--- src/rtl/core/lgs_pkg.sv ---
// Shared types, constants and helper functions for the LDA Gibbs token sampler.
// Used by every module under rtl/core; depends on nothing else.
`timescale 1ns / 1ps
`default_nettype none

package lgs_pkg;

	// Store sizes
	localparam int MAX_TOPICS = 64;
	localparam int MAX_WORDS  = 4096;
	localparam int MAX_DOCS   = 1024;
	localparam int MAX_TOKENS = 65536;

	localparam int TOPIC_W = $clog2(MAX_TOPICS);
	localparam int WORD_W  = $clog2(MAX_WORDS);
	localparam int DOC_W   = $clog2(MAX_DOCS);
	localparam int TOK_W   = $clog2(MAX_TOKENS);
	localparam int CNT_W   = 17;

	// Flat store addresses: word-topic is topic-major, doc-topic is doc-major
	localparam int WT_AW  = TOPIC_W + WORD_W;
	localparam int DT_AW  = DOC_W + TOPIC_W;
	localparam int CLR_W  = (WT_AW > DT_AW) ? WT_AW : DT_AW;

	// Field and register widths
	localparam int FUNC_W = 2;
	localparam int NT_W   = 7;
	localparam int VOC_W  = 13;
	localparam int Q_W    = 32;
	localparam int IDX_W  = 2;

	// Arithmetic widths
	localparam int ONE_Q  = 65536;
	localparam int OPND_W = 34;
	localparam int DEN_W  = 46;
	localparam int PROD_W = 2 * OPND_W;
	localparam int HI_W   = PROD_W - 48;
	localparam int QUO_W  = 64;
	localparam int WB_W   = VOC_W + Q_W;
	localparam int TA_W   = NT_W + Q_W;
	localparam int SUM_W  = Q_W + TOPIC_W;
	localparam int THR_W  = SUM_W + 1;
	localparam int STEP_W = 6;
	localparam int MUL_STEPS = OPND_W;
	localparam int DIV_STEPS = QUO_W;

	// Queue between front and back
	localparam int QUEUE_DEPTH = 2;
	localparam int QP_W        = $clog2(QUEUE_DEPTH);

	typedef enum logic [IDX_W-1:0] {
		REG_ALPHA = 2'd0,
		REG_BETA  = 2'd1,
		REG_NTOP  = 2'd2,
		REG_VOCAB = 2'd3
	} cfg_reg_t;

	typedef enum logic [FUNC_W-1:0] {
		FUNC_CLEAR    = 2'd0,
		FUNC_LOAD     = 2'd1,
		FUNC_RESAMPLE = 2'd2,
		FUNC_NONE     = 2'd3
	} func_t;

	typedef struct packed {
		func_t              func;
		logic [TOK_W-1:0]   tok;
		logic [WORD_W-1:0]  word;
		logic [DOC_W-1:0]   doc;
		logic [TOPIC_W-1:0] topic;
		logic [Q_W-1:0]     u;
		logic [NT_W-1:0]    ntop;
	} item_t;

	typedef struct packed {
		logic full;
		logic empty;
	} qsts_t;

	typedef struct packed {
		logic init_clr;
	} bk_sts_t;

	typedef struct packed {
		logic              go;
		logic              plain_div;
		logic [OPND_W-1:0] a;
		logic [OPND_W-1:0] b;
		logic [DEN_W-1:0]  d;
		logic [QUO_W-1:0]  n;
	} mdu_req_t;

	typedef struct packed {
		logic             done;
		logic [QUO_W-1:0] q;
	} mdu_rsp_t;

	// Topic count in use: zero acts as one, anything above the maximum as the maximum.
	function automatic logic [NT_W-1:0] eff_topics(input logic [NT_W-1:0] n);
		logic [NT_W-1:0] r;
		r = n;
		if (n == '0)
			r = NT_W'(1);
		else if (n > NT_W'(MAX_TOPICS))
			r = NT_W'(MAX_TOPICS);
		return r;
	endfunction

endpackage

`default_nettype wire

--- src/rtl/core/lgs_front.sv ---
// Front end of the sampler: takes command transactions and classifies them.
// Depends on lgs_pkg; feeds lgs_queue.
`timescale 1ns / 1ps
`default_nettype none

module lgs_front (
	input  wire logic                        start,
	output logic                             busy,
	input  wire logic [lgs_pkg::FUNC_W-1:0]  func,
	input  wire logic [lgs_pkg::TOK_W-1:0]   token_index,
	input  wire logic [lgs_pkg::WORD_W-1:0]  word_index,
	input  wire logic [lgs_pkg::DOC_W-1:0]   doc_index,
	input  wire logic [lgs_pkg::TOPIC_W-1:0] initial_topic,
	input  wire logic [lgs_pkg::Q_W-1:0]     uniform_random,
	input  wire logic [lgs_pkg::NT_W-1:0]    num_topics,
	input  wire lgs_pkg::qsts_t              qsts,
	input  wire lgs_pkg::bk_sts_t            bsts,
	output logic                             push,
	output lgs_pkg::item_t                   item
);

	logic [lgs_pkg::NT_W-1:0] t_eff;
	logic [lgs_pkg::NT_W-1:0] t_last;

	// Hold off new transactions while the queue is full or the stores are
	// still being cleared after reset.
	assign busy = qsts.full || bsts.init_clr;
	assign push = start && !busy;

	assign t_eff  = lgs_pkg::eff_topics(num_topics);
	assign t_last = t_eff - lgs_pkg::NT_W'(1);

	// Classify the command and clamp a load topic into the active range.
	always_comb begin
		item.func = lgs_pkg::func_t'(func);
		item.tok  = token_index;
		item.word = word_index;
		item.doc  = doc_index;
		item.u    = uniform_random;
		item.ntop = t_eff;
		if ({1'b0, initial_topic} < t_eff)
			item.topic = initial_topic;
		else
			item.topic = t_last[lgs_pkg::TOPIC_W-1:0];
	end

endmodule

`default_nettype wire

--- config.mk ---
export PLATFORM = sky130hd
export DESIGN_NAME = lgs_front
export DESIGN_NICKNAME = d
export VERILOG_FILES = /design/src/rtl/core/lgs_pkg.sv /design/src/rtl/core/lgs_front.sv
export SDC_FILE = /design/constraint.sdc
export NUM_CORES = 1
export LEC_CHECK = 0
export BUFFER_PORTS_ARGS = -buffer_cell sky130_fd_sc_hd__buf_2
export CORE_AREA = 2 2 67 69
export DETAILED_ROUTE_END_ITERATION = 12
export DIE_AREA = 0 0 69 71
export PLACE_DENSITY_LB_ADDON = 0.05
export SYNTH_ARGS = -nofsm -noshare
export SYNTH_HDL_FRONTEND = slang
export SYNTH_SLANG_ARGS = --single-unit
--- constraint.sdc ---
create_clock -name vclk -period 4.52
set_clock_uncertainty 0.05 [all_clocks]
set_input_delay 0.678 -clock vclk [all_inputs]
set_output_delay 0.678 -clock vclk [all_outputs]
set_load 0.05 [all_outputs]
==> impl_metrics.env, run 1 <==
export IMPL_yosysSeqAreaShare=0
export IMPL_ctsHoldBuffers=0
export IMPL_final_cell_mix="31 x buf_2, 9 x inv_1, 6 x ha_1"
export IMPL_n_clock_buffer=0
export IMPL_ant_nets=0
export IMPL_fmax_mhz=276
export IMPL_cp_end_kind="primary output"
export IMPL_cp_max_fo=11
export IMPL_synthMuxAreaShare=0.0902
export IMPL_setup_violations=0
export IMPL_synthCells=124
export IMPL_avgSynthCellArea_um2=8.05
export IMPL_die_w_um=69
export IMPL_tightestPinTransition_ps=510
export IMPL_slew_limit_headroom=0.659
export IMPL_cts_resized=0
export IMPL_maxSlewViolCount=0
export IMPL_status="finished, final reports clean"
export IMPL_numPlacedInstances=133
export IMPL_rows=24
export IMPL_drt_wl_total_um=1770
export IMPL_synth_area_top_cells="buf_4 54%, ha_1 7.5%, mux2_4 6.0%"
export IMPL_drcViolationCount=0
export IMPL_die_h_um=71
export IMPL_nNetsFinal=178
export IMPL_floorplan_initialDensity=0.238
export IMPL_diodes=0
export IMPL_layout_min_cycle_time_ps=3620
export IMPL_synth_compound_area_frac=0.128
export IMPL_ioPinCount=176
export IMPL_track_usage=0.0645
export IMPL_die_area_um2=4900
export IMPL_cp_data_arrival_time_ps=2900
export IMPL_place_congestion=0.613
export IMPL_final_common_cell="buf_2"
export IMPL_p_leak_nw=0.348
export IMPL_synth_simple_area_share=0.108
export IMPL_antenna_found_initial=0
export IMPL_crit_type="in2out"
export IMPL_finalSetupTns_ps=0
export IMPL_min_path_cells=0
export IMPL_finalHoldViolCount=0
export IMPL_grt_pass1_wl_um=2690
export IMPL_yosysTopAreaCell="buf_4"
export IMPL_design_seq_count=0
export IMPL_dpl_hpwl_um=1560
export IMPL_synth_nets=219
export IMPL_grt_max_degree=12
export IMPL_avgRoutedWirePerCell_um=13.3
export IMPL_yosysWarnings=0
export IMPL_synth_adder_area_share=0.0752
export IMPL_synth_top_family_by_area="buffers and inverters"
export IMPL_fin_crit_sh=0.802
export IMPL_core_area_um2=4200
export IMPL_multi_input_area_um2=409
export IMPL_seqCellArea_um2=0
export IMPL_vias=527
export IMPL_grt_pass1_vias=525
export IMPL_area_delta_synth_final_pct=-33.6
export IMPL_synth_distinct_cells=29
export IMPL_critPathLaunchType="primary input"
export IMPL_synth_top_cell_area_share=0.541
export IMPL_overflow=0
export IMPL_routed_via_density=3.96
export IMPL_fillers=503
export IMPL_port_buffers=31
export IMPL_vdd_drop_max_mv=0.0233
export IMPL_hold_path_class="in2out"
export IMPL_dr_pass1_iters=2
export IMPL_powerDensity_nw_per_um2=158
export IMPL_drive_gt1_frac=0.556
export IMPL_max_cap_violations=0
export IMPL_layoutNonFillerInstCount=133
export IMPL_crit_required_ps=3790
export IMPL_synth_xor_area_frac=0.00877
export IMPL_drt_initial_drc_count=6
export IMPL_syn_area_um2=998
export IMPL_post_cts_buffers=0
export IMPL_rsz0062_at_grt="no"
[layout make-up]
class                      count  area share
timing repair buffer          31       0.234
tap                           52      0.0981
inverter                       9      0.0509
multi-input combinational     41       0.617
[cells in the mapped netlist]
cell type,instances
buf_4,72
inv_1,9
ha_1,6
nand2b_1,5
mux2_4,4
a21oi_1,3
mux2i_1,3
a2111oi_4,1
a211oi_4,1
a221o_1,1
and2b_1,1
buf_6,1
clkbuf_1,1
nand2_2,1
nand2b_2,1
nor2_1,1
nor2_4,1
nor2b_2,1
nor3_1,1
nor3_2,1
o211a_1,1
o21a_1,1
o21ai_0,1
o21ai_1,1
o22ai_1,1
o31ai_4,1
or2_2,1
or2b_2,1
xnor2_1,1
[critical path, cell delays in order]
cell and delay [ps]:
buf_2 170, or2b_2 350, ha_1 360, o211a_1 200, o31ai_4 90, a211oi_4 500
mux2_4 340, buf_2 210
[power breakdown]
| group | leakage [nW] | switching [mW] | internal (mW) |
|---|---|---|---|
| Clock | 0 | 0 | 0 |
| Combinational | 0.348 | 0.0686 | 0.0365 |
| Sequential | 0 | 0 | 0 |
[cell families after synthesis]
group,after synthesis
buffers and inverters,83
AND/OR/NAND/NOR,15
AO/OA/AOI/OAI,12
multiplexers,7
adder cells (fa/ha/maj),6
XOR/XNOR,1
[worst paths after layout]
check,slack [ps],start,endpoint
max,900,num_topics[6],item[43]
min,1310,uniform_random[27],item[34]
[metal layers]
| layer | GRT usage | vias up | routed length, µm |
|---|---|---|---|
| li1 | - | 237 | - |
| met1 | 0.0795 | 234 | 697 |
| met2 | 0.101 | 44 | 803 |
| met3 | 0.0256 | 12 | 234 |
| met4 | 0.0240 | 0 | 34 |
| met5 | 0 | - | 0 |
[metrics by stage]
stage	utilization	hold slack (ps)	worst slack [ps]	area, µm²	total power, mW
detailed placement	0.158	1310	848	663	0.107
global placement	0.158	1310	823	663	0.107
floorplan	-	1470	744	998	0.252
global route	0.158	1310	777	663	0.113
CTS	0.158	1310	838	663	0.107
finish	0.158	1310	896	663	0.105
(Power assumes the default switching activity.)
==> run 2: changes to the inputs <==
Clock period 4.52 ns to 3 ns, I/O delays scaled along.
==> run 2 against run 1 <==
Setup slack got worse by 770 ps; global-route usage rose by 1.6 points; critical path depth up 1; core utilization grew 4.0 points; largest power group unchanged; count of clock-buffer cells in the layout stayed put; final cell count rose by 9.8%; first-iteration DRC count increased by 33%; cell area increased by 25%.
==> impl_metrics.env, run 2 (synthesis results as in run 1) <==
export IMPL_finalHoldViolCount=0
export IMPL_critPathLaunchType="primary input"
export IMPL_cp_common_cell="buf_6"
export IMPL_maxSlewViolCount=0
export IMPL_path_cells="buf_2 > or2b_4 > ha_4 > o211a_1 > o31ai_4 > a211oi_4 > buf_6 > mux2_4 > buf_6"
export IMPL_powerDensity_nw_per_um2=236
export IMPL_path_delay_family="compound AO/OA/AOI/OAI gates"
export IMPL_cp_num_buf_inv=3
export IMPL_layout_min_cycle_time_ps=2880
export IMPL_place_ws_ps=-52.3
export IMPL_hold_path_class="in2out"
export IMPL_die_area_um2=4900
export IMPL_drcViolationCount=0
export IMPL_port_buffers=31
export IMPL_layoutNonFillerInstCount=146
export IMPL_cp_slowest_stage_delay_ps=330
export IMPL_dr_pass1_iters=2
export IMPL_p_leak_nw=0.431
export IMPL_diodes=0
export IMPL_max_cap_violations=0
export IMPL_ioPinCount=176
export IMPL_nNetsFinal=191
export IMPL_final_cell_mix="25 x buf_2, 13 x buf_4, 9 x inv_1"
export IMPL_hold_slack_ps=850
export IMPL_intPower_mw=0.0842
export IMPL_tightestPinTransition_ps=310
export IMPL_antenna_found_initial=0
export IMPL_cpMaxStageDelayCell="a211oi_4"
export IMPL_dpl_hpwl_um=1870
export IMPL_routed_via_density=4.01
export IMPL_crit_required_ps=2500
export IMPL_ant_nets=0
export IMPL_place_congestion=0.656
export IMPL_vdd_drop_max_mv=0.0598
export IMPL_setup_slack_ps=123
export IMPL_track_usage=0.0809
export IMPL_fmax_mhz=348
export IMPL_numPlacedInstances=146
export IMPL_avgRoutedWirePerCell_um=14.6
export IMPL_cp_end_kind="primary output"
export IMPL_grt_max_degree=8
export IMPL_area_delta_synth_final_pct=-16.7
export IMPL_switching_power_mw=0.112
export IMPL_overflow=0
export IMPL_drt_initial_drc_count=8
export IMPL_final_util=0.198
export IMPL_n_clock_buffer=0
export IMPL_rows=24
export IMPL_die_w_um=69
export IMPL_power_frac_comb=1.000
export IMPL_grt_pass1_wl_um=3310
export IMPL_die_h_um=71
export IMPL_grt_pass1_vias=653
export IMPL_post_cts_buffers=0
export IMPL_setup_violations=0
export IMPL_slew_limit_headroom=0.793
export IMPL_design_seq_count=0
export IMPL_drive_gt1_frac=0.670
export IMPL_p_seq_frac=0
export IMPL_drt_wl_total_um=2130
export IMPL_vias=585
export IMPL_clockPowerShare=0
export IMPL_swShare=0.571
export IMPL_cp_max_fo=7
export IMPL_floorplan_initialDensity=0.238
export IMPL_core_area_um2=4200
export IMPL_fin_crit_sh=0.959
export IMPL_crit_type="in2out"
export IMPL_cp_data_arrival_time_ps=2380
export IMPL_seqCellArea_um2=0
export IMPL_rsz0062_at_grt="no"
export IMPL_status="finished, final reports clean"
export IMPL_final_common_cell="buf_2"
## run 2: what timing repair did
action | 4_1_cts | 5_1_grt
pin swaps | 1 | 3
gates resized for setup | 3 | 19
hold buffers | 0 | 0
setup endpoints to repair | 6 | 6
gates cloned | 0 | 0
## run 2: area by class of cell
cell class / count / area [µm²]
inverter: 9 / 33.8
timing repair buffer: 44 / 290
multi-input combinational: 41 / 443
tap: 52 / 65.1
fill: 500 / 3370
## run 2: power by group through the flow
stage | sequential [mW] | combinational [mW] | clock (mW)
2_1_floorplan | 0 | 0.383 | 0
5_1_grt | 0 | 0.210 | 0
3_5_place_dp | 0 | 0.179 | 0
3_3_place_gp | 0 | 0.180 | 0
6_report | 0 | 0.196 | 0
4_1_cts | 0 | 0.186 | 0
## run 2: stage by stage
stage	area, µm²	setup TNS [ps]	total power, mW
2_1_floorplan	1010	-210	0.383
3_3_place_gp	768	-218	0.180
3_5_place_dp	768	-186	0.179
4_1_cts	788	0	0.186
5_1_grt	832	0	0.210
6_report	832	0	0.196
## run 2: routing by layer
metal / global-route usage / wire length [µm]
met1: 0.0874 / 764
met2: 0.138 / 1000
met3: 0.0256 / 266
met4: 0.0501 / 92
met5: 0 / 0
## run 2: final timing paths
kind              start  endpoint  slack [ps]  cells past startpoint
max       num_topics[6]  item[41]         120                      9
min   uniform_random[9]  item[16]         850                      0
