<file path="config.mk">
export PLATFORM = sky130hd
export DESIGN_NAME = lgs_queue
export DESIGN_NICKNAME = d
export VERILOG_FILES = /design/src/rtl/core/lgs_pkg.sv /design/src/rtl/core/lgs_queue.sv
export SDC_FILE = /design/constraint.sdc
export NUM_CORES = 1
export LEC_CHECK = 0
export BUFFER_PORTS_ARGS = -buffer_cell sky130_fd_sc_hd__buf_2
export CELL_PAD_IN_SITES_DETAIL_PLACEMENT = 1
export CELL_PAD_IN_SITES_GLOBAL_PLACEMENT = 2
export CORE_MARGIN = 1
export CORE_UTILIZATION = 38
export CTS_CLUSTER_SIZE = 10
export DETAILED_ROUTE_END_ITERATION = 8
export PLACE_DENSITY_LB_ADDON = 0.05
export SETUP_SLACK_MARGIN = 0.2
export SYNTH_ARGS = -nofsm -noshare
export SYNTH_HDL_FRONTEND = slang
export SYNTH_SLANG_ARGS = --single-unit
export TNS_END_PERCENT = 10
</file>
<file path="constraint.sdc">
create_clock -name clk -period 5.35 [get_ports clk]
set_clock_uncertainty 0.15 [all_clocks]
set_input_delay 0.2675 -clock clk [delete_from_list [all_inputs] [get_ports clk]]
set_output_delay 0.2675 -clock clk [all_outputs]
set_load 0.01 [all_outputs]
</file>
<file path="src/rtl/core/lgs_pkg.sv">
// Shared types, constants and helper functions for the LDA Gibbs token sampler.
// Used by every module under rtl/core; depends on nothing else.
`timescale 1ns / 1ps
`default_nettype none

package lgs_pkg;

	// Store sizes
	localparam int MAX_TOPICS = 64;
	localparam int MAX_WORDS  = 4096;
	localparam int MAX_DOCS   = 1024;
	localparam int MAX_TOKENS = 65536;

	localparam int TOPIC_W = $clog2(MAX_TOPICS);
	localparam int WORD_W  = $clog2(MAX_WORDS);
	localparam int DOC_W   = $clog2(MAX_DOCS);
	localparam int TOK_W   = $clog2(MAX_TOKENS);
	localparam int CNT_W   = 17;

	// Flat store addresses: word-topic is topic-major, doc-topic is doc-major
	localparam int WT_AW  = TOPIC_W + WORD_W;
	localparam int DT_AW  = DOC_W + TOPIC_W;
	localparam int CLR_W  = (WT_AW > DT_AW) ? WT_AW : DT_AW;

	// Field and register widths
	localparam int FUNC_W = 2;
	localparam int NT_W   = 7;
	localparam int VOC_W  = 13;
	localparam int Q_W    = 32;
	localparam int IDX_W  = 2;

	// Arithmetic widths
	localparam int ONE_Q  = 65536;
	localparam int OPND_W = 34;
	localparam int DEN_W  = 46;
	localparam int PROD_W = 2 * OPND_W;
	localparam int HI_W   = PROD_W - 48;
	localparam int QUO_W  = 64;
	localparam int WB_W   = VOC_W + Q_W;
	localparam int TA_W   = NT_W + Q_W;
	localparam int SUM_W  = Q_W + TOPIC_W;
	localparam int THR_W  = SUM_W + 1;
	localparam int STEP_W = 6;
	localparam int MUL_STEPS = OPND_W;
	localparam int DIV_STEPS = QUO_W;

	// Queue between front and back
	localparam int QUEUE_DEPTH = 2;
	localparam int QP_W        = $clog2(QUEUE_DEPTH);

	typedef enum logic [IDX_W-1:0] {
		REG_ALPHA = 2'd0,
		REG_BETA  = 2'd1,
		REG_NTOP  = 2'd2,
		REG_VOCAB = 2'd3
	} cfg_reg_t;

	typedef enum logic [FUNC_W-1:0] {
		FUNC_CLEAR    = 2'd0,
		FUNC_LOAD     = 2'd1,
		FUNC_RESAMPLE = 2'd2,
		FUNC_NONE     = 2'd3
	} func_t;

	typedef struct packed {
		func_t              func;
		logic [TOK_W-1:0]   tok;
		logic [WORD_W-1:0]  word;
		logic [DOC_W-1:0]   doc;
		logic [TOPIC_W-1:0] topic;
		logic [Q_W-1:0]     u;
		logic [NT_W-1:0]    ntop;
	} item_t;

	typedef struct packed {
		logic full;
		logic empty;
	} qsts_t;

	typedef struct packed {
		logic init_clr;
	} bk_sts_t;

	typedef struct packed {
		logic              go;
		logic              plain_div;
		logic [OPND_W-1:0] a;
		logic [OPND_W-1:0] b;
		logic [DEN_W-1:0]  d;
		logic [QUO_W-1:0]  n;
	} mdu_req_t;

	typedef struct packed {
		logic             done;
		logic [QUO_W-1:0] q;
	} mdu_rsp_t;

	// Topic count in use: zero acts as one, anything above the maximum as the maximum.
	function automatic logic [NT_W-1:0] eff_topics(input logic [NT_W-1:0] n);
		logic [NT_W-1:0] r;
		r = n;
		if (n == '0)
			r = NT_W'(1);
		else if (n > NT_W'(MAX_TOPICS))
			r = NT_W'(MAX_TOPICS);
		return r;
	endfunction

endpackage

`default_nettype wire

</file>
<file path="src/rtl/core/lgs_queue.sv">
// Short command queue between the front end and the back end.
// Depends on lgs_pkg.
`timescale 1ns / 1ps
`default_nettype none

module lgs_queue (
	input  wire logic           clk,
	input  wire logic           arst_n,
	input  wire logic           push,
	input  wire lgs_pkg::item_t item_in,
	input  wire logic           pop,
	output lgs_pkg::item_t      head,
	output lgs_pkg::qsts_t      qsts
);

	lgs_pkg::item_t            slot_q [lgs_pkg::QUEUE_DEPTH];
	logic [lgs_pkg::QP_W-1:0]  wr_ptr_q;
	logic [lgs_pkg::QP_W-1:0]  rd_ptr_q;
	logic [lgs_pkg::QP_W:0]    count_q;

	assign qsts.full  = (count_q == (lgs_pkg::QP_W+1)'(lgs_pkg::QUEUE_DEPTH));
	assign qsts.empty = (count_q == '0);
	assign head       = slot_q[rd_ptr_q];

	// Pointers and fill level
	always_ff @(posedge clk or negedge arst_n) begin
		if (!arst_n) begin
			wr_ptr_q <= '0;
			rd_ptr_q <= '0;
			count_q  <= '0;
		end else begin
			if (push)
				wr_ptr_q <= wr_ptr_q + lgs_pkg::QP_W'(1);
			if (pop)
				rd_ptr_q <= rd_ptr_q + lgs_pkg::QP_W'(1);
			if (push && !pop)
				count_q <= count_q + (lgs_pkg::QP_W+1)'(1);
			else if (pop && !push)
				count_q <= count_q - (lgs_pkg::QP_W+1)'(1);
		end
	end

	// Entry storage
	always_ff @(posedge clk) begin
		if (push)
			slot_q[wr_ptr_q] <= item_in;
	end

endmodule

`default_nettype wire

</file>
==> results of run 1 <==
==> worst max-delay path: stages, from the launching register on <==
cell and delay (ns):
dfrtp_4 1.13, buf_4 0.52, mux2_4 0.34, buf_2 0.14
==> state kept, by name, indices dropped and copies added, names as in the netlist <==
name / count
slot_q: 170
count_q: 2
rd_ptr_q: 1
wr_ptr_q: 1
==> report_power, final <==
part / leakage, nW / internal, mW / switching, mW / total [mW]
combinational: 1.63 / 0.651 / 0.557 / 1.21
sequential: 1.64 / 1.81 / 0.185 / 2.00
clock: 0.292 / 0.785 / 0.508 / 1.29
total: 3.57 / 3.25 / 1.25 / 4.50
==> metal layers <==
layer	vias to the layer above	wire, µm
met2	120	6665
met1	1741	5432
met3	16	882
met4	0	187
met5	-	0
li1	1666	-
==> worst paths after layout <==
kind / end / from / slack, ns
hold reg to reg: count_q[1] / count_q[1] / 0.37
setup reg to reg: slot_q[1][78] / wr_ptr_q / 3.18
min in group clk: count_q[1] / count_q[1] / 0.37
setup / recovery: head[17] / rd_ptr_q / 2.36
hold / removal: count_q[0] / arst_n / 0.03
max in group asynchronous: rd_ptr_q / arst_n / 4.86
==> cells in the final DEF, fill, tap and decap left out, types with 4 or more instances in the layout <==
| master | synthesis | routed |
|---|---|---|
| buf_2 | 4 | 175 |
| buf_4 | 0 | 4 |
| bufinv_16 | 0 | 4 |
| clkbuf_16 | 0 | 17 |
| dlygate4sd3_1 | 0 | 88 |
| edfxtp_1 | 170 | 170 |
| inv_6 | 0 | 4 |
| mux2_2 | 45 | 45 |
| mux2_4 | 40 | 40 |
| xor2_1 | 4 | 4 |
==> per-stage QoR <==
stage	power [mW]	setup slack, ns	cell area [µm²]	std cells	utilization
floorplan	2.831	0.4911	6525	281	-
global placement	3.193	2.754	7594	670	0.4547
detailed placement	3.216	2.734	7594	670	0.4547
CTS	4.577	2.263	9094	790	0.5445
global route	4.708	2.207	9094	790	0.5445
finish	4.497	2.360	9094	790	0.5445
==> logic make-up (layout without fill, tap and decap cells) <==
logic type	Yosys count	in the layout	share of synthesized area
mux	85	85	0.1697
xor+xnor	5	5	0.006711
simple gates	5	5	0.004028
fa+ha+maj	1	1	0.001917
flops	174	174	0.7977
buf+inv	11	300	0.01994
==> area by class of cell <==
| cell class | count | share of cell area |
|---|---|---|
| Clock buffer | 19 | 0.04761 |
| Clock inverter | 13 | 0.02050 |
| Inverter | 1 | 0.0004128 |
| Multi-Input combinational cell | 96 | 0.1319 |
| Sequential cell | 174 | 0.5728 |
| Tap cell | 220 | 0.03027 |
| Timing Repair Buffer | 267 | 0.1965 |
==> flow_metrics.py, run 1 <==
metrics = {
    "outcome": {
        "status": "complete, no violations",
    },
    "cells_and_area": {
        "syn2layout_area_growth_pct": 39.37,
        "nets": 647,
        "regArea_um2": 5209,
        "drive_gt1_frac": 0.5193,
        "fillers": 1576,
        "multi_input_area_um2": 1200,
        "diodes": 0,
    },
    "setup_path": {
        "path_max_fanout": 67,
        "end_kind": "output pin",
        "worst-endpoint-required_ns": 4.93,
        "r2r_cells": 2,
        "start_kind": "register",
        "crit_arrival_ns": 2.57,
        "worstSetupPathType": "register to output pin",
    },
    "clock_tree": {
        "cts_resized": 0,
        "insertion_delay_ns": 0.42,
        "cts_setup_buffers": 0,
        "cts_tree": "built",
        "cts_root_buf": "clkbuf_16",
        "cts.sinks": 174,
        "htree_levels": 4,
        "clk_pin_slew_worst_paths_ns": 0.07,
        "cts_buffers": 17,
        "hold_buffers": 88,
        "cts_buffer_depth": 2,
    },
    "synthesis": {
        "synth_ff_type": "edfxtp_1",
        "ys_ff_latch": 174,
        "synth_edf_count": 170,
        "synth_fp_nets": 371,
        "synthDistinctLibCells": 15,
        "syn_inst": 281,
        "yosysTopAreaCell": "edfxtp_1",
        "syn_avg_cell_area_um2": 23.22,
        "synth_most_common_cell": "edfxtp_1",
        "yosysSeqAreaShare": 0.7977,
        "syn_area_um2": 6525,
        "ys_top_cells_by_count": "170 x edfxtp_1, 45 x mux2_2, 40 x mux2_4",
        "yosysTopAreaCellShare": 0.7824,
        "async_reset_ff_frac": 0.02299,
        "synthTopCellsByArea": "edfxtp_1 78%, mux2_4 9.2%, mux2_2 7.8%, dfrtp_1 1.5%, buf_12 1.2%",
        "synth_warnings": 0,
    },
    "power": {
        "powerDensity_nw_per_um2": 494.5,
        "p_leak_nw": 3.568,
        "peakVddDrop_mv": 0.2344,
    },
    "floorplan": {
        "fp.dieArea_um2": 17700,
        "num_rows": 47,
        "num_io_pins": 176,
        "die_h_um": 133.0,
        "die_w_um": 133.0,
        "design.core.area_um2": 16700,
        "initial_utilization": 0.3907,
    },
    "global_routing": {
        "grt_use_met1": 0.1756,
        "grt_pass1_vias": 3975,
        "grt_busiest_layer": "met2",
        "gr-usage-met3": 0.05364,
        "met2_usage": 0.2693,
        "grt_use_total": 0.1558,
        "overflow": 0,
        "grt_pass1_wl_um": 20560,
        "antenna_found_initial": 0,
        "grt_max_degree": 68,
    },
    "worst_hold_path": {
        "hold_path.class": "input pin to async pin",
    },
    "drt": {
        "finalWirelength_um": 13170,
        "first_pass_iters": 4,
        "ant_nets": 0,
        "num_vias": 3543,
        "via_per_inst": 4.485,
        "routedWlPerCell_um": 16.67,
        "drt_iter0_markers": 171,
        "drc": 0,
    },
    "run": {
        "drv_cap": 0,
    },
    "placed_design": {
        "io_buffer_count": 175,
        "routabilityCongestion": 0.6770,
        "hpwl_um": 7995,
    },
    "timing": {
        "max_freq_mhz": 334.4,
        "setup_tns_ns": 0,
        "finalCritPeriodShare": 0.5589,
        "relSlewSlack": 0.2890,
        "drv_slew": 0,
        "hold_viol_final": 0,
        "fin_crit_ns": 2.990,
        "setup_viol": 0,
        "tightestPinTransition_ns": 1.066,
        "whs_ns": 0.03066,
        "rsz0062_at_grt": "false",
    },
}
Power figures use the tool's default switching activity.
==> run 2: changes to the inputs <==
==> constraint.sdc (replaced) <==
create_clock -name clk -period 2.85 [get_ports clk]
set_clock_uncertainty 0.15 [all_clocks]
set_input_delay 0.1425 -clock clk [delete_from_list [all_inputs] [get_ports clk]]
set_output_delay 0.1425 -clock clk [all_outputs]
set_load 0.01 [all_outputs]
==> run 2 against run 1 <==
Compared with the run above:
- via count shrank 0.79%
- first-iteration DRC count shrank 35%
- largest cell class unchanged
- critical path type unchanged
- critical path depth is the same
==> flow_metrics.py, run 2 (synthesized netlist as in run 1, its figures left out) <==
metrics = {
    "outcome": {
        "status": "complete, no violations",
    },
    "timing": {
        "drv_slew": 0,
        "max_freq_mhz": 447.4,
        "hold_viol_final": 0,
        "fin_crit_ns": 2.235,
        "finalCritPeriodShare": 0.7843,
        "setup_tns_ns": 0,
        "setup_viol": 0,
        "tightestPinTransition_ns": 0.6151,
        "rsz0062_at_grt": "false",
        "relSlewSlack": 0.5899,
    },
    "placed_design": {
        "hpwl_um": 8091,
        "io_buffer_count": 175,
        "routabilityCongestion": 0.6922,
        "place_area_um2": 7641,
    },
    "floorplan": {
        "die_h_um": 133.0,
        "num_io_pins": 176,
        "design.core.area_um2": 16700,
        "die_w_um": 133.0,
        "initial_utilization": 0.3907,
        "fp.dieArea_um2": 17700,
        "num_rows": 47,
    },
    "clock_tree": {
        "cts_resized": 0,
        "clk_pin_slew_worst_paths_ns": 0.06,
        "cts_buffers": 17,
        "cts_setup_buffers": 0,
        "cts_root_buf": "clkbuf_16",
        "cts_buffer_depth": 2,
        "cts.sinks": 174,
        "cts_tree": "built",
        "htree_levels": 4,
        "insertion_delay_ns": 0.41,
    },
    "run": {
        "drv_cap": 0,
    },
    "drt": {
        "num_vias": 3515,
        "drt_iter0_markers": 112,
        "ant_nets": 0,
        "drc": 0,
        "first_pass_iters": 4,
        "via_per_inst": 4.427,
        "routedWlPerCell_um": 15.89,
        "finalWirelength_um": 12620,
    },
    "cells_and_area": {
        "drive_gt1_frac": 0.5244,
        "diodes": 0,
        "final_common_cell": "buf_2",
        "final_cell_mix": "175 x buf_2, 170 x edfxtp_1, 89 x dlygate4sd3_1",
        "syn2layout_area_growth_pct": 40.65,
        "reg_top3": "slot_q (170), count_q (2)",
        "top_register": "slot_q",
        "fillers": 1599,
        "regArea_um2": 5209,
        "largest_reg_flops": 170,
        "stdcell_area_um2": 9178,
        "multi_input_area_um2": 1200,
        "nets": 651,
    },
    "setup_path": {
        "crit_arrival_ns": 1.94,
        "worstSetupPathType": "register to output pin",
        "reg2reg_to": "slot_q[1][43]",
        "worst-endpoint-required_ns": 2.56,
        "timing.rr.start": "wr_ptr_q",
        "worst-r2r-setup-slack_ns": 1.15,
        "path_max_fanout": 21,
        "end_kind": "output pin",
        "start_kind": "register",
        "r2r_cells": 2,
    },
    "worst_hold_path": {
        "hold_depth": 2,
        "hold_start": "item_in[67]",
        "hold_path.class": "input pin to register",
        "hold_path_end": "slot_q[1][67]",
    },
    "power": {
        "peakVddDrop_mv": 0.4230,
        "p_leak_nw": 3.605,
        "fin_total_pwr_mw": 8.545,
        "powerDensity_nw_per_um2": 931.1,
    },
    "global_routing": {
        "grt_use_total": 0.1519,
        "overflow": 0,
        "grt_max_degree": 45,
        "grt_pass1_vias": 3890,
        "grt_pass1_wl_um": 20040,
        "antenna_found_initial": 0,
    },
}
## run 2: report_power, final
part	internal, mW	total (mW)	switching (mW)	leakage, nW
registers	3.40	3.59	0.194	1.64
clock network	1.55	2.49	0.943	0.302
logic	1.26	2.46	1.20	1.66
total	6.21	8.54	2.34	3.61
## run 2: how the worst max path moves through the flow
| stage | from | end | slack (ns) | depth (start not counted) |
|---|---|---|---|---|
| 6_report | rd_ptr_q | head[79] | 0.61 | 3 |
| 5_1_grt | rd_ptr_q | head[0] | 0.52 | 3 |
| 4_1_cts | rd_ptr_q | head[79] | 0.56 | 3 |
| 3_5_place_dp | rd_ptr_q | head[79] | 1.02 | 3 |
| 3_3_place_gp | rd_ptr_q | head[63] | 1.05 | 3 |
| 2_1_floorplan | wr_ptr_q | slot_q[1][0] | -0.15 | 1 |
## run 2: metal layers
layer  share of wire  track usage  routed length, µm
met3           0.064      0.05249                811
met4           0.018      0.06322                227
met5               0            0                  0
met2            0.50       0.2531               6261
met1            0.42       0.1788               5316
## run 2: area by class of cell
type | instances | area share
inverter | 1 | 0.0004090
tap | 220 | 0.02999
clock inverter | 15 | 0.02399
timing repair buffer | 271 | 0.2010
sequential | 174 | 0.5676
multi-input combinational | 96 | 0.1307
clock buffer | 17 | 0.04635
## run 2: metrics by stage
stage          setup WS (ns)  hold slack [ns]  instances  utilization
2_1_floorplan        -0.1522          -0.3031        281            -
4_1_cts               0.5629           0.2668        794       0.5495
3_3_place_gp           1.050          -0.1910        673       0.4575
5_1_grt               0.5150           0.2748        794       0.5495
6_report              0.6149           0.2928        794       0.5495
3_5_place_dp           1.024          -0.1916        673       0.4575
## run 2: timing repair
action                     4_1_cts  5_1_grt
hold buffers                    89        0
hold endpoints to repair       177        0
setup endpoints to repair        0        0
## run 2: critical path, stage by stage (launching register included)
cell,delay (ns)
dfrtp_4,0.65
buf_4,0.35
mux2_2,0.38
buf_2,0.14
==> run 3: changes to the inputs <==
--- a/config.mk
+++ b/config.mk
@@ -9,7 +9,7 @@
 export CELL_PAD_IN_SITES_DETAIL_PLACEMENT = 1
 export CELL_PAD_IN_SITES_GLOBAL_PLACEMENT = 2
 export CORE_MARGIN = 1
-export CORE_UTILIZATION = 38
+export CORE_UTILIZATION = 35
 export CTS_CLUSTER_SIZE = 10
 export DETAILED_ROUTE_END_ITERATION = 8
 export PLACE_DENSITY_LB_ADDON = 0.05
==> constraint.sdc (replaced) <==
create_clock -name clk -period 1.9 [get_ports clk]
set_clock_uncertainty 0.15 [all_clocks]
set_input_delay 0.095 -clock clk [delete_from_list [all_inputs] [get_ports clk]]
set_output_delay 0.095 -clock clk [all_outputs]
set_load 0.01 [all_outputs]
==> run 3 against run 2 <==
Compared with the run above:
- the flow now finishes with violations (design-rule violations, negative setup slack)
- die area grew 8.4%
- critical path type unchanged
- design area grew 7.0%
- largest cell class unchanged
- power grew 64%
- global-route usage shrank 0.60 points
- largest power group is now combinational logic
- clock power grew 33%
- sequential power grew 48%
==> flow_metrics.py, run 3 (synthesized netlist as in run 1, its figures left out) <==
metrics = {
    "global_routing": {
        "grt_pass1_vias": 4055,
        "grt_use_total": 0.1459,
        "grt_pass1_wl_um": 20970,
        "antenna_found_initial": 0,
        "overflow": 0,
        "grt_max_degree": 49,
    },
    "drt": {
        "finalWirelength_um": 14310,
        "ant_nets": 0,
        "routedWlPerCell_um": 17.61,
        "num_vias": 3631,
        "drt_iter0_markers": 151,
        "drc": 18,
        "via_per_inst": 4.466,
        "first_pass_iters": 6,
    },
    "cells_and_area": {
        "final_cell_mix": "170 x edfxtp_1, 104 x buf_2, 89 x dlygate4sd3_1",
        "regArea_um2": 5209,
        "largest_reg_flops": 170,
        "nets": 661,
        "drive_gt1_frac": 0.5240,
        "multi_input_area_um2": 1200,
        "final_common_cell": "edfxtp_1",
        "top_register": "slot_q",
        "post-route-util": 0.5412,
        "syn2layout_area_growth_pct": 50.53,
        "fin_cells": 813,
        "diodes": 0,
        "fillers": 1660,
        "stdcell_area_um2": 9822,
        "reg_top3": "slot_q (170), count_q (2)",
    },
    "clock_tree": {
        "cts_tree": "built",
        "cts_buffers": 17,
        "cts_root_buf": "clkbuf_16",
        "cts_buffer_depth": 2,
        "insertion_delay_ns": 0.41,
        "cts.sinks": 174,
        "htree_levels": 4,
        "clk_pin_slew_worst_paths_ns": 0.06,
    },
    "setup_path": {
        "worstSetupPathType": "register to output pin",
        "worstPathCellList": "buf_12, buf_6, mux2_4, buf_6",
        "slowest_delay_ns": 0.50,
        "path_max_fanout": 10,
        "cpMostUsedCell": "buf_6",
        "end_kind": "output pin",
        "cp_slowest_cell": "dfrtp_4",
        "start_kind": "register",
        "r2r_cells": 2,
        "crit_arrival_ns": 1.69,
        "worst-endpoint-required_ns": 1.65,
    },
    "power": {
        "p_clk_frac": 0.236,
        "switching_share": 0.2766,
        "peakVddDrop_mv": 0.6847,
        "p_switching_mw": 3.872,
        "powerDensity_nw_per_um2": 1425,
        "seq_power_share": 0.379,
        "p_leak_nw": 3.841,
        "p_int_mw": 10.13,
        "comb_power_share": 0.385,
    },
    "floorplan": {
        "initial_utilization": 0.3596,
        "die_h_um": 138.5,
        "num_rows": 49,
        "fp.dieArea_um2": 19190,
        "design.core.area_um2": 18150,
        "num_io_pins": 176,
        "die_w_um": 138.5,
    },
    "worst_hold_path": {
        "hold_path.class": "input pin to register",
        "hold_depth": 2,
    },
    "timing": {
        "finalCritPeriodShare": 1.020,
        "fin_crit_ns": 1.939,
        "hold_viol_final": 0,
        "setup_ws_ns": -0.03853,
        "max_freq_mhz": 515.9,
        "relSlewSlack": 0.8109,
        "rsz0062_at_grt": "true",
        "tightestPinTransition_ns": 0.2836,
        "whs_ns": 0.2454,
        "setup_viol": 54,
        "drv_slew": 0,
    },
    "run": {
        "drv_cap": 0,
    },
    "outcome": {
        "status": "finished, violations left",
        "violations": "design-rule violations, negative setup slack",
    },
    "placed_design": {
        "place_area_um2": 7695,
        "hpwl_um": 8043,
        "routabilityCongestion": 0.6712,
        "dp_cells": 681,
        "io_buffer_count": 175,
    },
}
run 3: through the flow:
step / setup WS, ns / setup TNS, ns / power, mW
5_1_grt: -0.07883 / -4.363 / 14.64
2_1_floorplan: -0.3582 / -45.75 / 7.919
4_1_cts: -0.07930 / -3.449 / 12.97
3_3_place_gp: 0.3899 / 0 / 9.133
6_report: -0.03853 / -0.7994 / 14.00
3_5_place_dp: 0.3765 / 0 / 9.197
run 3: worst max-delay path: cells and delay by family (launching register included):
family	cells	cell delay [ns]
buffers and inverters	3	0.45
muxes	1	0.31
DFF	1	0.50
run 3: metal layers:
metal  vias to the layer above  wire length (µm)  GRT usage
li1                       1696                 -          -
met1                      1809              6132     0.1677
met2                       109              7243     0.2527
met3                        17               713    0.04627
met4                         0               223    0.05855
met5                         -                 0          0
run 3: power by group through the flow:
stage	Sequential (mW)	Clock, mW	Combinational, mW
4_1_cts	5.32	3.40	4.25
5_1_grt	5.38	3.53	5.73
3_5_place_dp	5.39	0	3.80
2_1_floorplan	5.33	0	2.59
6_report	5.31	3.30	5.39
3_3_place_gp	5.35	0	3.79
run 3: final timing paths:
kind / slack (ns) / endpoint / from
setup / recovery: -0.04 / head[32] / rd_ptr_q
hold / removal: 0.25 / slot_q[0][67] / item_in[67]
setup reg to reg: 0.49 / slot_q[0][60] / wr_ptr_q
hold reg to reg: 0.35 / count_q[1] / count_q[1]
max in group asynchronous: 0.94 / rd_ptr_q / arst_n
min in group asynchronous: 0.45 / wr_ptr_q / arst_n
run 3: what timing repair did:
item,4_1_cts,5_1_grt
endpoints found under the hold margin,177,0
gates cloned,0,9
endpoints found under the setup margin,85,85
hold buffers,89,0
gates resized for setup,24,54
buffers inserted,0,2
run 3: layout make-up:
cell class	instances	area share
tap	229	0.02917
clock inverter	12	0.01236
timing repair buffer	281	0.2611
clock buffer	20	0.04446
inverter	1	0.0003822
sequential	174	0.5303
multi-input combinational	96	0.1222
