### config.mk
export PLATFORM = sky130hd
export DESIGN_NAME = lgs_mdu
export DESIGN_NICKNAME = d
export VERILOG_FILES = /design/src/rtl/core/lgs_pkg.sv /design/src/rtl/core/lgs_mdu.sv
export SDC_FILE = /design/constraint.sdc
export NUM_CORES = 1
export LEC_CHECK = 0
export ABC_AREA = 1
export BUFFER_PORTS_ARGS = -buffer_cell sky130_fd_sc_hd__buf_2
export CAP_MARGIN = 0
export CORE_UTILIZATION = 45
export CTS_BUF_LIST = sky130_fd_sc_hd__clkbuf_8 sky130_fd_sc_hd__clkbuf_16
export DETAILED_ROUTE_END_ITERATION = 12
export PLACE_DENSITY_LB_ADDON = 0.15
export SLEW_MARGIN = 10
export SYNTH_ARGS = -nofsm -noshare
export SYNTH_HDL_FRONTEND = slang
export SYNTH_SLANG_ARGS = --single-unit
### constraint.sdc
create_clock -name clk -period 12.4 [get_ports clk]
set_clock_uncertainty 0.15 [all_clocks]
set_input_delay 1.86 -clock clk [delete_from_list [all_inputs] [get_ports clk]]
set_output_delay 1.86 -clock clk [all_outputs]
set_load 0.03 [all_outputs]
### src/rtl/core/lgs_pkg.sv
// Shared types, constants and helper functions for the LDA Gibbs token sampler.
// Used by every module under rtl/core; depends on nothing else.
`timescale 1ns / 1ps
`default_nettype none

package lgs_pkg;

	// Store sizes
	localparam int MAX_TOPICS = 64;
	localparam int MAX_WORDS  = 4096;
	localparam int MAX_DOCS   = 1024;
	localparam int MAX_TOKENS = 65536;

	localparam int TOPIC_W = $clog2(MAX_TOPICS);
	localparam int WORD_W  = $clog2(MAX_WORDS);
	localparam int DOC_W   = $clog2(MAX_DOCS);
	localparam int TOK_W   = $clog2(MAX_TOKENS);
	localparam int CNT_W   = 17;

	// Flat store addresses: word-topic is topic-major, doc-topic is doc-major
	localparam int WT_AW  = TOPIC_W + WORD_W;
	localparam int DT_AW  = DOC_W + TOPIC_W;
	localparam int CLR_W  = (WT_AW > DT_AW) ? WT_AW : DT_AW;

	// Field and register widths
	localparam int FUNC_W = 2;
	localparam int NT_W   = 7;
	localparam int VOC_W  = 13;
	localparam int Q_W    = 32;
	localparam int IDX_W  = 2;

	// Arithmetic widths
	localparam int ONE_Q  = 65536;
	localparam int OPND_W = 34;
	localparam int DEN_W  = 46;
	localparam int PROD_W = 2 * OPND_W;
	localparam int HI_W   = PROD_W - 48;
	localparam int QUO_W  = 64;
	localparam int WB_W   = VOC_W + Q_W;
	localparam int TA_W   = NT_W + Q_W;
	localparam int SUM_W  = Q_W + TOPIC_W;
	localparam int THR_W  = SUM_W + 1;
	localparam int STEP_W = 6;
	localparam int MUL_STEPS = OPND_W;
	localparam int DIV_STEPS = QUO_W;

	// Queue between front and back
	localparam int QUEUE_DEPTH = 2;
	localparam int QP_W        = $clog2(QUEUE_DEPTH);

	typedef enum logic [IDX_W-1:0] {
		REG_ALPHA = 2'd0,
		REG_BETA  = 2'd1,
		REG_NTOP  = 2'd2,
		REG_VOCAB = 2'd3
	} cfg_reg_t;

	typedef enum logic [FUNC_W-1:0] {
		FUNC_CLEAR    = 2'd0,
		FUNC_LOAD     = 2'd1,
		FUNC_RESAMPLE = 2'd2,
		FUNC_NONE     = 2'd3
	} func_t;

	typedef struct packed {
		func_t              func;
		logic [TOK_W-1:0]   tok;
		logic [WORD_W-1:0]  word;
		logic [DOC_W-1:0]   doc;
		logic [TOPIC_W-1:0] topic;
		logic [Q_W-1:0]     u;
		logic [NT_W-1:0]    ntop;
	} item_t;

	typedef struct packed {
		logic full;
		logic empty;
	} qsts_t;

	typedef struct packed {
		logic init_clr;
	} bk_sts_t;

	typedef struct packed {
		logic              go;
		logic              plain_div;
		logic [OPND_W-1:0] a;
		logic [OPND_W-1:0] b;
		logic [DEN_W-1:0]  d;
		logic [QUO_W-1:0]  n;
	} mdu_req_t;

	typedef struct packed {
		logic             done;
		logic [QUO_W-1:0] q;
	} mdu_rsp_t;

	// Topic count in use: zero acts as one, anything above the maximum as the maximum.
	function automatic logic [NT_W-1:0] eff_topics(input logic [NT_W-1:0] n);
		logic [NT_W-1:0] r;
		r = n;
		if (n == '0)
			r = NT_W'(1);
		else if (n > NT_W'(MAX_TOPICS))
			r = NT_W'(MAX_TOPICS);
		return r;
	endfunction

endpackage

`default_nettype wire

### src/rtl/core/lgs_mdu.sv
// Serial multiply-divide unit: floor(a*b*2^16/d) saturated to 64 bits,
// or a plain 64-bit by d division. Depends on lgs_pkg.
`timescale 1ns / 1ps
`default_nettype none

module lgs_mdu (
	input  wire logic             clk,
	input  wire logic             arst_n,
	input  wire lgs_pkg::mdu_req_t req,
	output lgs_pkg::mdu_rsp_t     rsp
);

	typedef enum logic [3:0] {
		M_IDLE = 4'b0001,
		M_MUL  = 4'b0010,
		M_CHK  = 4'b0100,
		M_DIV  = 4'b1000
	} mstate_t;

	mstate_t                          state_q;
	logic [lgs_pkg::STEP_W-1:0]       cnt_q;
	logic [lgs_pkg::PROD_W-1:0]       prod_q;
	logic [lgs_pkg::OPND_W-1:0]       a_q;
	logic [lgs_pkg::DEN_W-1:0]        d_q;
	logic [lgs_pkg::DEN_W-1:0]        r_q;
	logic [lgs_pkg::QUO_W-1:0]        lo_q;
	logic                             done_q;

	logic [lgs_pkg::OPND_W:0]         mul_sum;
	logic [lgs_pkg::DEN_W:0]          r_shift;
	logic                             r_ge;
	logic [lgs_pkg::DEN_W:0]          r_diff;
	logic [lgs_pkg::HI_W-1:0]         prod_hi;

	assign rsp.done = done_q;
	assign rsp.q    = lo_q;

	// One shift-add multiply step and one restoring divide step
	always_comb begin
		mul_sum = {1'b0, prod_q[lgs_pkg::PROD_W-1:lgs_pkg::OPND_W]}
			+ (prod_q[0] ? {1'b0, a_q} : '0);
		r_shift = {r_q, lo_q[lgs_pkg::QUO_W-1]};
		r_ge    = (r_shift >= {1'b0, d_q});
		r_diff  = r_shift - {1'b0, d_q};
		prod_hi = prod_q[lgs_pkg::PROD_W-1:lgs_pkg::PROD_W-lgs_pkg::HI_W];
	end

	// Sequencer
	always_ff @(posedge clk or negedge arst_n) begin
		if (!arst_n) begin
			state_q <= M_IDLE;
			cnt_q   <= '0;
			done_q  <= 1'b0;
		end else begin
			done_q <= 1'b0;
			unique case (state_q)
				M_IDLE: begin
					cnt_q <= '0;
					if (req.go)
						state_q <= req.plain_div ? M_DIV : M_MUL;
				end
				M_MUL: begin
					cnt_q <= cnt_q + lgs_pkg::STEP_W'(1);
					if (cnt_q == lgs_pkg::STEP_W'(lgs_pkg::MUL_STEPS - 1))
						state_q <= M_CHK;
				end
				M_CHK: begin
					cnt_q <= '0;
					if ({{(lgs_pkg::DEN_W-lgs_pkg::HI_W){1'b0}}, prod_hi} >= d_q) begin
						state_q <= M_IDLE;
						done_q  <= 1'b1;
					end else begin
						state_q <= M_DIV;
					end
				end
				M_DIV: begin
					cnt_q <= cnt_q + lgs_pkg::STEP_W'(1);
					if (cnt_q == lgs_pkg::STEP_W'(lgs_pkg::DIV_STEPS - 1)) begin
						state_q <= M_IDLE;
						done_q  <= 1'b1;
					end
				end
				default: state_q <= M_IDLE;
			endcase
		end
	end

	// Datapath registers
	always_ff @(posedge clk) begin
		unique case (state_q)
			M_IDLE: begin
				if (req.go) begin
					a_q    <= req.a;
					d_q    <= req.d;
					prod_q <= {{lgs_pkg::OPND_W{1'b0}}, req.b};
					r_q    <= '0;
					lo_q   <= req.n;
				end
			end
			M_MUL: begin
				prod_q <= {mul_sum, prod_q[lgs_pkg::OPND_W-1:1]};
			end
			M_CHK: begin
				// Quotient would not fit in 64 bits: saturate
				if ({{(lgs_pkg::DEN_W-lgs_pkg::HI_W){1'b0}}, prod_hi} >= d_q) begin
					lo_q <= '1;
				end else begin
					r_q  <= {{(lgs_pkg::DEN_W-lgs_pkg::HI_W){1'b0}}, prod_hi};
					lo_q <= {prod_q[lgs_pkg::PROD_W-lgs_pkg::HI_W-1:0], 16'b0};
				end
			end
			M_DIV: begin
				r_q  <= r_ge ? r_diff[lgs_pkg::DEN_W-1:0] : r_shift[lgs_pkg::DEN_W-1:0];
				lo_q <= {lo_q[lgs_pkg::QUO_W-2:0], r_ge};
			end
			default: begin
				r_q <= r_q;
			end
		endcase
	end

endmodule

`default_nettype wire

==> results_dict.tcl, run 1 <==
set metrics [dict create \
    netlist-cell-type-count 45 \
    yosysWarnings 0 \
    antenna_found_initial 8 \
    via_count 16800 \
    area_growth_pct 14.5 \
    cts.hold.buffers_added 0 \
    required_ns 12.59 \
    avgSynthCellArea_um2 7.50 \
    design.die.area_mm2 0.0416 \
    yosysTopAreaCell "edfxtp_1" \
    yosysTopAreaCellShare_pct 42.2 \
    place_congestion 0.989 \
    drtPass1Iterations 6 \
    synth-seq-cells 269 \
    crit_path_start_kind "register" \
    postCtsSetupBuffers 0 \
    drive_above_1_share_pct 12.8 \
    final_net_count 2968 \
    die-height_um 204 \
    outcome "completed" \
    hold_viol 0 \
    drv_cap 0 \
    clock-root-buffer "clkbuf_16" \
    grt_max_degree 75 \
    hpwl_um 42700 \
    grt_util_all_layers_pct 26.5 \
    h-tree-depth 1 \
    worst_setup_path_end_kind "register" \
    clkSinkCount 269 \
    setup_tns_ns 0 \
    grt_pass1_vias 16300 \
    first_iter_violations 1267 \
    stdcell_count 3239 \
    viasPerCell 5.18 \
    slew_viol_final 0 \
    worstPathArrival_ns 4.08 \
    synth_area_leaders "edfxtp_1, nand2_1, inv_1" \
    pwr-share-comb_pct 54.2 \
    finalCritPeriodShare_pct 31.3 \
    routed_wl_um 55200 \
    setup.worst_path.class "register to register" \
    die_x_um 204 \
    setup_viol 0 \
    p_int_mw 2.80 \
    io_buffers 246 \
    power_frac_seq_pct 30.3 \
    p_per_area_mw_per_mm2 258 \
    worstMarginPinSlew_ns 1.05 \
    peakVddDrop_uv 133 \
    cp_max_fo 50 \
    p_leak_nw 10.6 \
    clockBufferDepth 3 \
    slew_headroom_pct 29.9 \
    period_needed_ns 3.89 \
    drc_errors 0 \
    numCtsBuffers 31 \
    r2r_cells 13 \
    rsz0062_at_grt "false" \
    power_frac_clock_pct 15.5 \
    rows 73 \
    min_path_type "register to register" \
    path_clk_slew_ns 0.06 \
    wl_per_cell_um 17.0 \
    synthArstFlopShare_pct 4.09 \
    whs_path_depth 2 \
    dp.cells 3174 \
    ys_seq_area_share_pct 43.7 \
    ant_nets 0 \
    grt-ovfl-total 0 \
    fmax_mhz 257 \
    syn-num-nets 2734 \
    grt_pass1_wl_um 86400 \
    io_pins 247 \
    switching_share_pct 48.6 \
    synthCells 2448 \
    cts.repair.resized 0 \
    start_util_pct 45.9 \
    tritoncts "yes" \
    insertion_delay_ns 0.58 \
    synthFlopType "edfxtp_1" \
    core_region_area_mm2 0.0400 \
    synth-edff-count 258 \
    power.switching_mw 2.64 \
    syn-cell-area_mm2 0.0184 \
]
==> area by class of cell <==
class / instances / area, µm²
sequential: 269 / 8020
fill: 3957 / 19000
inverter: 417 / 1570
clock buffer: 31 / 776
antenna: 7 / 17.5
clock inverter: 27 / 144
multi-input combinational: 1705 / 8530
tap: 525 / 657
timing repair buffer: 258 / 1320
==> layout by cell type, fill, tap and decap left out, drive strengths merged, types with 3 or more instances in the layout <==
cell type,count
nand4,19
buf,258
o22ai,3
xnor2,14
nand3,150
dfrtp,10
a31oi,3
a221oi,33
a21oi,113
o21ai,106
clkinv,14
edfxtp,258
o21bai,10
diode,7
nand3b,17
and2,4
inv,427
nor3,23
o21a,6
a21o,5
xor2,8
ha,102
nor2,267
clkinvlp,3
clkbuf,31
nand2,810
==> worst paths after layout <==
| path | start | endpoint | slack (ns) |
|---|---|---|---|
| hold / removal | cnt_q[4] | cnt_q[4] | 0.41 |
| setup reg to reg | d_q[34] | r_q[42] | 8.51 |
| min in group asynchronous | arst_n | cnt_q[1] | 0.99 |
| hold reg to reg | cnt_q[4] | cnt_q[4] | 0.41 |
| setup / recovery | d_q[34] | r_q[42] | 8.51 |
| max in group asynchronous | arst_n | state_q[0] | 10.85 |
==> synthesized netlist by cell type (10+ instances only) <==
master,count
nand3_1,139
clkbuf_1,36
edfxtp_1,258
dfrtp_1,10
nand2_1,798
inv_1,412
nand3_2,11
a21oi_1,113
nor2_1,260
a221oi_1,33
nand3b_1,17
o21ai_1,10
o21bai_1,10
o21ai_0,96
xnor2_1,14
nor3_1,20
ha_1,102
nand4_1,19
==> critical path, cell delays in order (launching register included) <==
cell and delay (ns):
edfxtp_1 0.35, inv_1 0.06, ha_1 0.35, nand2_1 0.14, inv_1 0.05, a21oi_1 0.28, o21bai_1 0.12, nor2b_1 0.17
nor2_4 0.79, nand2_4 0.58, nand2_4 0.36, nand2_1 0.08, nand2_1 0.07, inv_1 0.04
==> registers in the layout, indices dropped and copies added (netlist names) <==
| signal | cells |
|---|---|
| r_q | 46 |
| state_q | 4 |
| lo_q | 64 |
| cnt_q | 6 |
| done_q | 1 |
| d_q | 46 |
| a_q | 34 |
| prod_q | 68 |
==> per-layer routing <==
metal  share of wire [%]  track usage, %  wire, µm  vias up
met2                  47            44.7     26100      527
li1                    -               -         -     8388
met1                  43            34.5     23900     7764
met5                0.10               0        57        -
met3                 6.7            4.83      3690      104
met4                 2.6            7.68      1430       10
==> power by group through the flow <==
| stage | registers, mW | clock network (mW) | logic (mW) |
|---|---|---|---|
| after global placement | 1.65 | 0 | 2.89 |
| final | 1.65 | 0.844 | 2.94 |
| after CTS | 1.65 | 0.860 | 2.93 |
| after floorplan | 1.79 | 0 | 1.97 |
| after detailed placement | 1.66 | 0 | 2.92 |
| after global routing | 1.68 | 0.892 | 3.29 |
==> per-stage QoR <==
step	total power, mW	worst slack, ns	util (%)	cell area, µm²	hold slack, ns
2_1_floorplan	3.76	4.63	-	18400	0.361
3_3_place_gp	4.54	8.11	50.2	20100	0.390
3_5_place_dp	4.58	8.02	50.2	20100	0.396
4_1_cts	5.44	8.49	52.5	21000	0.409
5_1_grt	5.87	8.25	52.5	21000	0.450
6_report	5.44	8.51	52.6	21000	0.413
==> kinds of logic after synthesis <==
logic type	Yosys count	share of synthesized area [%]
XOR/XNOR	22	1.05
AND/OR/NAND/NOR	1297	29.3
adder cells (fa/ha/maj)	104	7.17
buffers and inverters	474	10.1
flip-flops	269	43.7
AO/OA/AOI/OAI	282	8.73
(Power assumes the default switching activity.)
==> run 2: changes to the inputs <==
==> constraint.sdc (replaced) <==
create_clock -name clk -period 4 [get_ports clk]
set_clock_uncertainty 0.15 [all_clocks]
set_input_delay 0.6 -clock clk [delete_from_list [all_inputs] [get_ports clk]]
set_output_delay 0.6 -clock clk [all_outputs]
set_load 0.03 [all_outputs]
==> results_dict.tcl, run 2 (synthesis results as in run 1) <==
set metrics [dict create \
    grt_max_degree 81 \
    peakVddDrop_uv 458 \
    via_count 16700 \
    grt-ovfl-total 0 \
    cpMostUsedCell "nand2_1" \
    min_from "req[101]" \
    power.switching_mw 8.34 \
    start_util_pct 45.9 \
    mostFrequentLayoutCells "nand2_1, inv_1, edfxtp_1" \
    hold_ws_ns 0.0255 \
    cts.repair.resized 0 \
    insertion_delay_ns 0.60 \
    slowest_delay_ns 0.42 \
    worst_setup_path_end_kind "register" \
    power_frac_seq_pct 29.5 \
    die_x_um 204 \
    p_int_mw 8.87 \
    final_net_count 2978 \
    design.die.area_mm2 0.0416 \
    place_congestion 1.00 \
    setup_tns_ns 0 \
    r2r_setup_slack_ns 0.82 \
    io_buffers 246 \
    setup_viol 0 \
    grt_pass1_vias 16600 \
    wl_per_cell_um 17.9 \
    r2r_end "r_q[12]" \
    viasPerCell 5.16 \
    rsz0062_at_grt "false" \
    required_ns 4.18 \
    io_pins 247 \
    area_growth_pct 15.4 \
    outcome "completed" \
    first_iter_violations 1177 \
    ant_nets 0 \
    path_clk_slew_ns 0.06 \
    final_common_cell "nand2_1" \
    pwr-share-comb_pct 54.5 \
    power_frac_clock_pct 16.0 \
    switching_share_pct 48.4 \
    finalCritPeriodShare_pct 79.5 \
    hpwl_um 45300 \
    cp_max_fo 29 \
    hold_viol 0 \
    largest-register "prod_q" \
    rr_startpoint "d_q[21]" \
    antenna_found_initial 11 \
    worstMarginPinSlew_ns 1.12 \
    whs_path_depth 1 \
    tritoncts "yes" \
    slew_headroom_pct 25.1 \
    grt_pass1_wl_um 90300 \
    fmax_mhz 315 \
    postCtsSetupBuffers 0 \
    slew_viol_final 0 \
    crit_path_start_kind "register" \
    drive_above_1_share_pct 13.1 \
    reg_top3 "prod_q: 68 flops, lo_q: 64 flops" \
    clockBufferDepth 3 \
    setup.worst_path.class "register to register" \
    cp_slowest_cell "buf_4" \
    rows 73 \
    stdcell_count 3247 \
    grt_util_all_layers_pct 28.1 \
    die-height_um 204 \
    worstPathCellList "inv_1 > ha_1 > nand2_1 > inv_1 > a21oi_1 > nand2_1 > a21oi_1 > nand2_2 > nand2_4 > buf_4 > nand3_1 > nand3_1 > nand2_1" \
    routed_wl_um 58000 \
    drtPass1Iterations 5 \
    largest_reg_flops 68 \
    clock-root-buffer "clkbuf_16" \
    period_needed_ns 3.18 \
    dp.cells 3181 \
    numCtsBuffers 31 \
    drv_cap 0 \
    core_region_area_mm2 0.0400 \
    p_leak_nw 10.6 \
    min_path_type "input port to register" \
    worstPathArrival_ns 3.36 \
    r2r_cells 13 \
    h-tree-depth 1 \
    holdPathEnd "d_q[37]" \
    drc_errors 0 \
    clkSinkCount 269 \
    p_per_area_mw_per_mm2 812 \
    n_fill_cell 4025 \
]
## run 2: cell count changes in the layout (fill, tap and decap cells not counted), sizes merged
| cell | delta |
|---|---|
| buf | +7 |
| bufinv | +2 |
| clkinv | +1 |
| clkinvlp | +1 |
| diode | -2 |
| dlygate4sd3 | +3 |
| inv | -4 |
## run 2: what timing repair did
action                     in CTS  in global routing
hold buffers                    3                  0
hold endpoints to repair       13                  0
setup endpoints to repair       0                  0
## run 2: how the worst max path moves through the flow
stage / slack, ns / endpoint / start
2_1_floorplan: 0.18 / prod_q[0] / state_q[0]
3_3_place_gp: 0.90 / r_q[42] / d_q[22]
3_5_place_dp: 0.84 / r_q[5] / prod_q[53]
4_1_cts: 0.82 / r_q[3] / prod_q[53]
5_1_grt: 0.60 / r_q[0] / prod_q[53]
6_report: 0.82 / r_q[12] / d_q[21]
## run 2: critical path, delay by kind of cell, from the launching register on
family,cells,cell delay (ns)
fa+ha+maj,1,0.36
buf+inv,3,0.55
compound gates,2,0.53
simple gates,7,0.93
flops,1,0.39
## run 2: metal layers
| metal | GRT usage [%] | part of all wire (%) | wire (µm) |
|---|---|---|---|
| met4 | 8.32 | 2.5 | 1450 |
| met3 | 5.28 | 6.4 | 3730 |
| met1 | 37.7 | 45 | 26000 |
| met5 | 0 | 0.13 | 77 |
| met2 | 46.0 | 46 | 26800 |
## run 2: power groups by stage
| stage | Sequential, mW | Clock, mW | Combinational [mW] |
|---|---|---|---|
| after CTS | 5.08 | 2.81 | 9.33 |
| after detailed placement | 5.12 | 0 | 9.29 |
| after global placement | 5.09 | 0 | 9.26 |
| after global routing | 5.20 | 2.91 | 10.5 |
| final | 5.08 | 2.76 | 9.37 |
| after floorplan | 5.49 | 0 | 6.13 |
## run 2: layout make-up
type	count	area, µm²	share of cell area (%)
antenna	5	12.5	0.0590
clock buffer	31	776	3.66
clock inverter	27	203	0.956
inverter	417	1570	7.39
multi-input combinational	1705	8530	40.2
sequential	269	8020	37.9
tap	525	657	3.10
timing repair buffer	268	1430	6.74
## run 2: stage by stage
step	power, mW	util [%]	worst slack, ns	cell area [µm²]
2_1_floorplan	11.6	-	0.176	18400
3_3_place_gp	14.3	50.4	0.896	20200
3_5_place_dp	14.4	50.4	0.840	20200
4_1_cts	17.2	52.9	0.818	21200
5_1_grt	18.6	53.0	0.602	21200
6_report	17.2	53.0	0.821	21200
==> run 3: changes to the inputs <==
==> constraint.sdc (replaced) <==
create_clock -name clk -period 2.6 [get_ports clk]
set_clock_uncertainty 0.15 [all_clocks]
set_input_delay 0.39 -clock clk [delete_from_list [all_inputs] [get_ports clk]]
set_output_delay 0.39 -clock clk [all_outputs]
set_load 0.03 [all_outputs]
==> results_dict.tcl, run 3 (synthesis results as in run 1) <==
set metrics [dict create \
    area_growth_pct 56.1 \
    crit_path_start_kind "register" \
    required_ns 2.90 \
    crit_family "simple AND/OR/NAND/NOR gates" \
    rsz0062_at_grt "true" \
    slew_headroom_pct 62.2 \
    cp_max_fo 8 \
    insertion_delay_ns 0.60 \
    worstPathArrival_ns 3.03 \
    cp_slowest_cell "edfxtp_1" \
    slew_viol_final 0 \
    fin_ws_ns -0.128 \
    rows 73 \
    start_util_pct 45.9 \
    fmax_mhz 367 \
    violations "negative setup slack" \
    whs_path_depth 3 \
    path_clk_slew_ns 0.06 \
    peakVddDrop_uv 766 \
    p_leak_nw 13.5 \
    ant_nets 0 \
    io_pins 247 \
    core_region_area_mm2 0.0400 \
    period_needed_ns 2.73 \
    p_per_area_mw_per_mm2 1280 \
    numCtsBuffers 31 \
    holdPathEnd "lo_q[62]" \
    hold_viol 0 \
    worst_setup_path_end_kind "register" \
    grt_pass1_vias 19100 \
    viasPerCell 5.25 \
    final_common_cell "nand2_1" \
    min_path_type "input port to register" \
    die_x_um 204 \
    drtPass1Iterations 7 \
    h-tree-depth 1 \
    grt-ovfl-total 0 \
    setup_viol 60 \
    antenna_found_initial 4 \
    grt_util_all_layers_pct 30.8 \
    n_fill_cell 2946 \
    r2r_setup_slack_ns -0.13 \
    clkSinkCount 269 \
    setup_tns_ns -2.00 \
    switching_share_pct 45.4 \
    outcome "complete, but fails checks" \
    drive_above_1_share_pct 36.0 \
    hpwl_um 46300 \
    largest_reg_flops 68 \
    wl_met2_um 33800 \
    met1Wirelength_um 27700 \
    io_buffers 246 \
    topRoutingLayerUsed "met5" \
    startpoint "prod_q[0]" \
    rr_startpoint "prod_q[0]" \
    final_net_count 3495 \
    largest-register "prod_q" \
    setup.worst_path.class "register to register" \
    slowest_delay_ns 0.43 \
    drv_cap 0 \
    finalCritPeriodShare_pct 105 \
    first_iter_violations 1688 \
    power_frac_seq_pct 22.1 \
    r2r_cells 15 \
    post-place-ws_ns -0.215 \
    power_frac_clock_pct 12.7 \
    pwr-share-comb_pct 65.2 \
    drc_errors 0 \
    clock-root-buffer "clkbuf_16" \
    wl_per_cell_um 18.4 \
    r2r_end "prod_q[45]" \
    p_int_mw 20.0 \
    die-height_um 204 \
    place_congestion 0.973 \
    worstPathCellList "buf_6 > buf_12 > nand2_1 > inv_2 > ha_4 > buf_4 > nand2_4 > nor2_1 > nor2_1 > nand2_2 > nand2_1 > nand2_2 > buf_6 > a21oi_1 > o21a_1" \
    routed_wl_um 69100 \
    grt_max_degree 81 \
    worstMarginPinSlew_ns 0.566 \
    min_from "req[62]" \
    power.switching_mw 16.6 \
    met3_length_um 4800 \
    via_count 19700 \
    reg_top3 "prod_q: 68 flops, lo_q: 64 flops" \
    grt_pass1_wl_um 100000 \
    tritoncts "yes" \
    mostFrequentLayoutCells "nand2_1, inv_1, buf_4" \
    clockBufferDepth 3 \
    design.die.area_mm2 0.0416 \
    critPathBufInv 5 \
    hold_ws_ns 0.0109 \
]
-- run 3: cell types whose count changed in the layout (fill, tap and decap cells not counted), sizes merged --
cell         delta
clkinvlp        -1
clkbuf         +10
clkinv          -7
nand2           +1
bufinv          +3
buf           +333
dlygate4sd3   +175
inv             +3
diode           -1
-- run 3: how the worst max path moves through the flow --
stage	end	cells past startpoint
global route	prod_q[45]	15
floorplan	prod_q[0]	7
detailed placement	prod_q[62]	11
global placement	prod_q[62]	11
finish	prod_q[45]	15
CTS	prod_q[64]	16
-- run 3: cell type report --
cell class | count | area, µm² | share of cell area (%)
Clock inverter | 25 | 275 | 0.960
Inverter | 417 | 1570 | 5.49
Multi-Input combinational cell | 1706 | 11000 | 38.5
Tap cell | 525 | 657 | 2.29
Antenna cell | 4 | 10.0 | 0.0349
Sequential cell | 269 | 8020 | 28.0
Timing Repair Buffer | 784 | 6300 | 22.0
Clock buffer | 33 | 803 | 2.80
-- run 3: power by group through the flow --
stage | Sequential [mW] | Combinational, mW | Clock, mW
global placement | 7.81 | 17.5 | 0
floorplan | 8.41 | 9.54 | 0
CTS | 7.89 | 20.0 | 4.71
global route | 8.22 | 25.7 | 4.88
finish | 8.09 | 23.9 | 4.67
detailed placement | 7.84 | 17.7 | 0
-- run 3: through the flow --
step           std cells  power (mW)  instance area [µm²]  util [%]
2_1_floorplan       2448        17.9                18500         -
3_5_place_dp        3445        25.5                22300      55.9
3_3_place_gp        3445        25.3                22300      55.9
4_1_cts             3717        32.6                26500      66.3
6_report            3763        36.7                28700      71.7
5_1_grt             3762        38.8                28700      71.6
-- run 3: metal layers --
layer / up-vias / track usage [%]
met5: - / 0
met4: 2 / 11.1
met3: 189 / 5.80
met2: 831 / 53.4
met1: 9269 / 37.9
li1: 9449 / -
-- run 3: repair_timing --
item                                    4_1_cts  5_1_grt
setup buffers                                31       37
gates cloned                                  5       10
pin swaps                                    52      101
resized for setup                           238      415
endpoints found under the hold margin       189        0
endpoints found under the setup margin      124      145
hold buffers                                178        0
-- run 3: worst reg2reg max path: stages (launching register included) --
cell	delay (ns)
edfxtp_1	0.43
buf_6	0.18
buf_12	0.15
nand2_1	0.08
inv_2	0.05
ha_4	0.24
buf_4	0.15
nand2_4	0.10
nor2_1	0.06
nor2_1	0.24
nand2_2	0.12
nand2_1	0.10
nand2_2	0.11
buf_6	0.14
a21oi_1	0.15
o21a_1	0.15
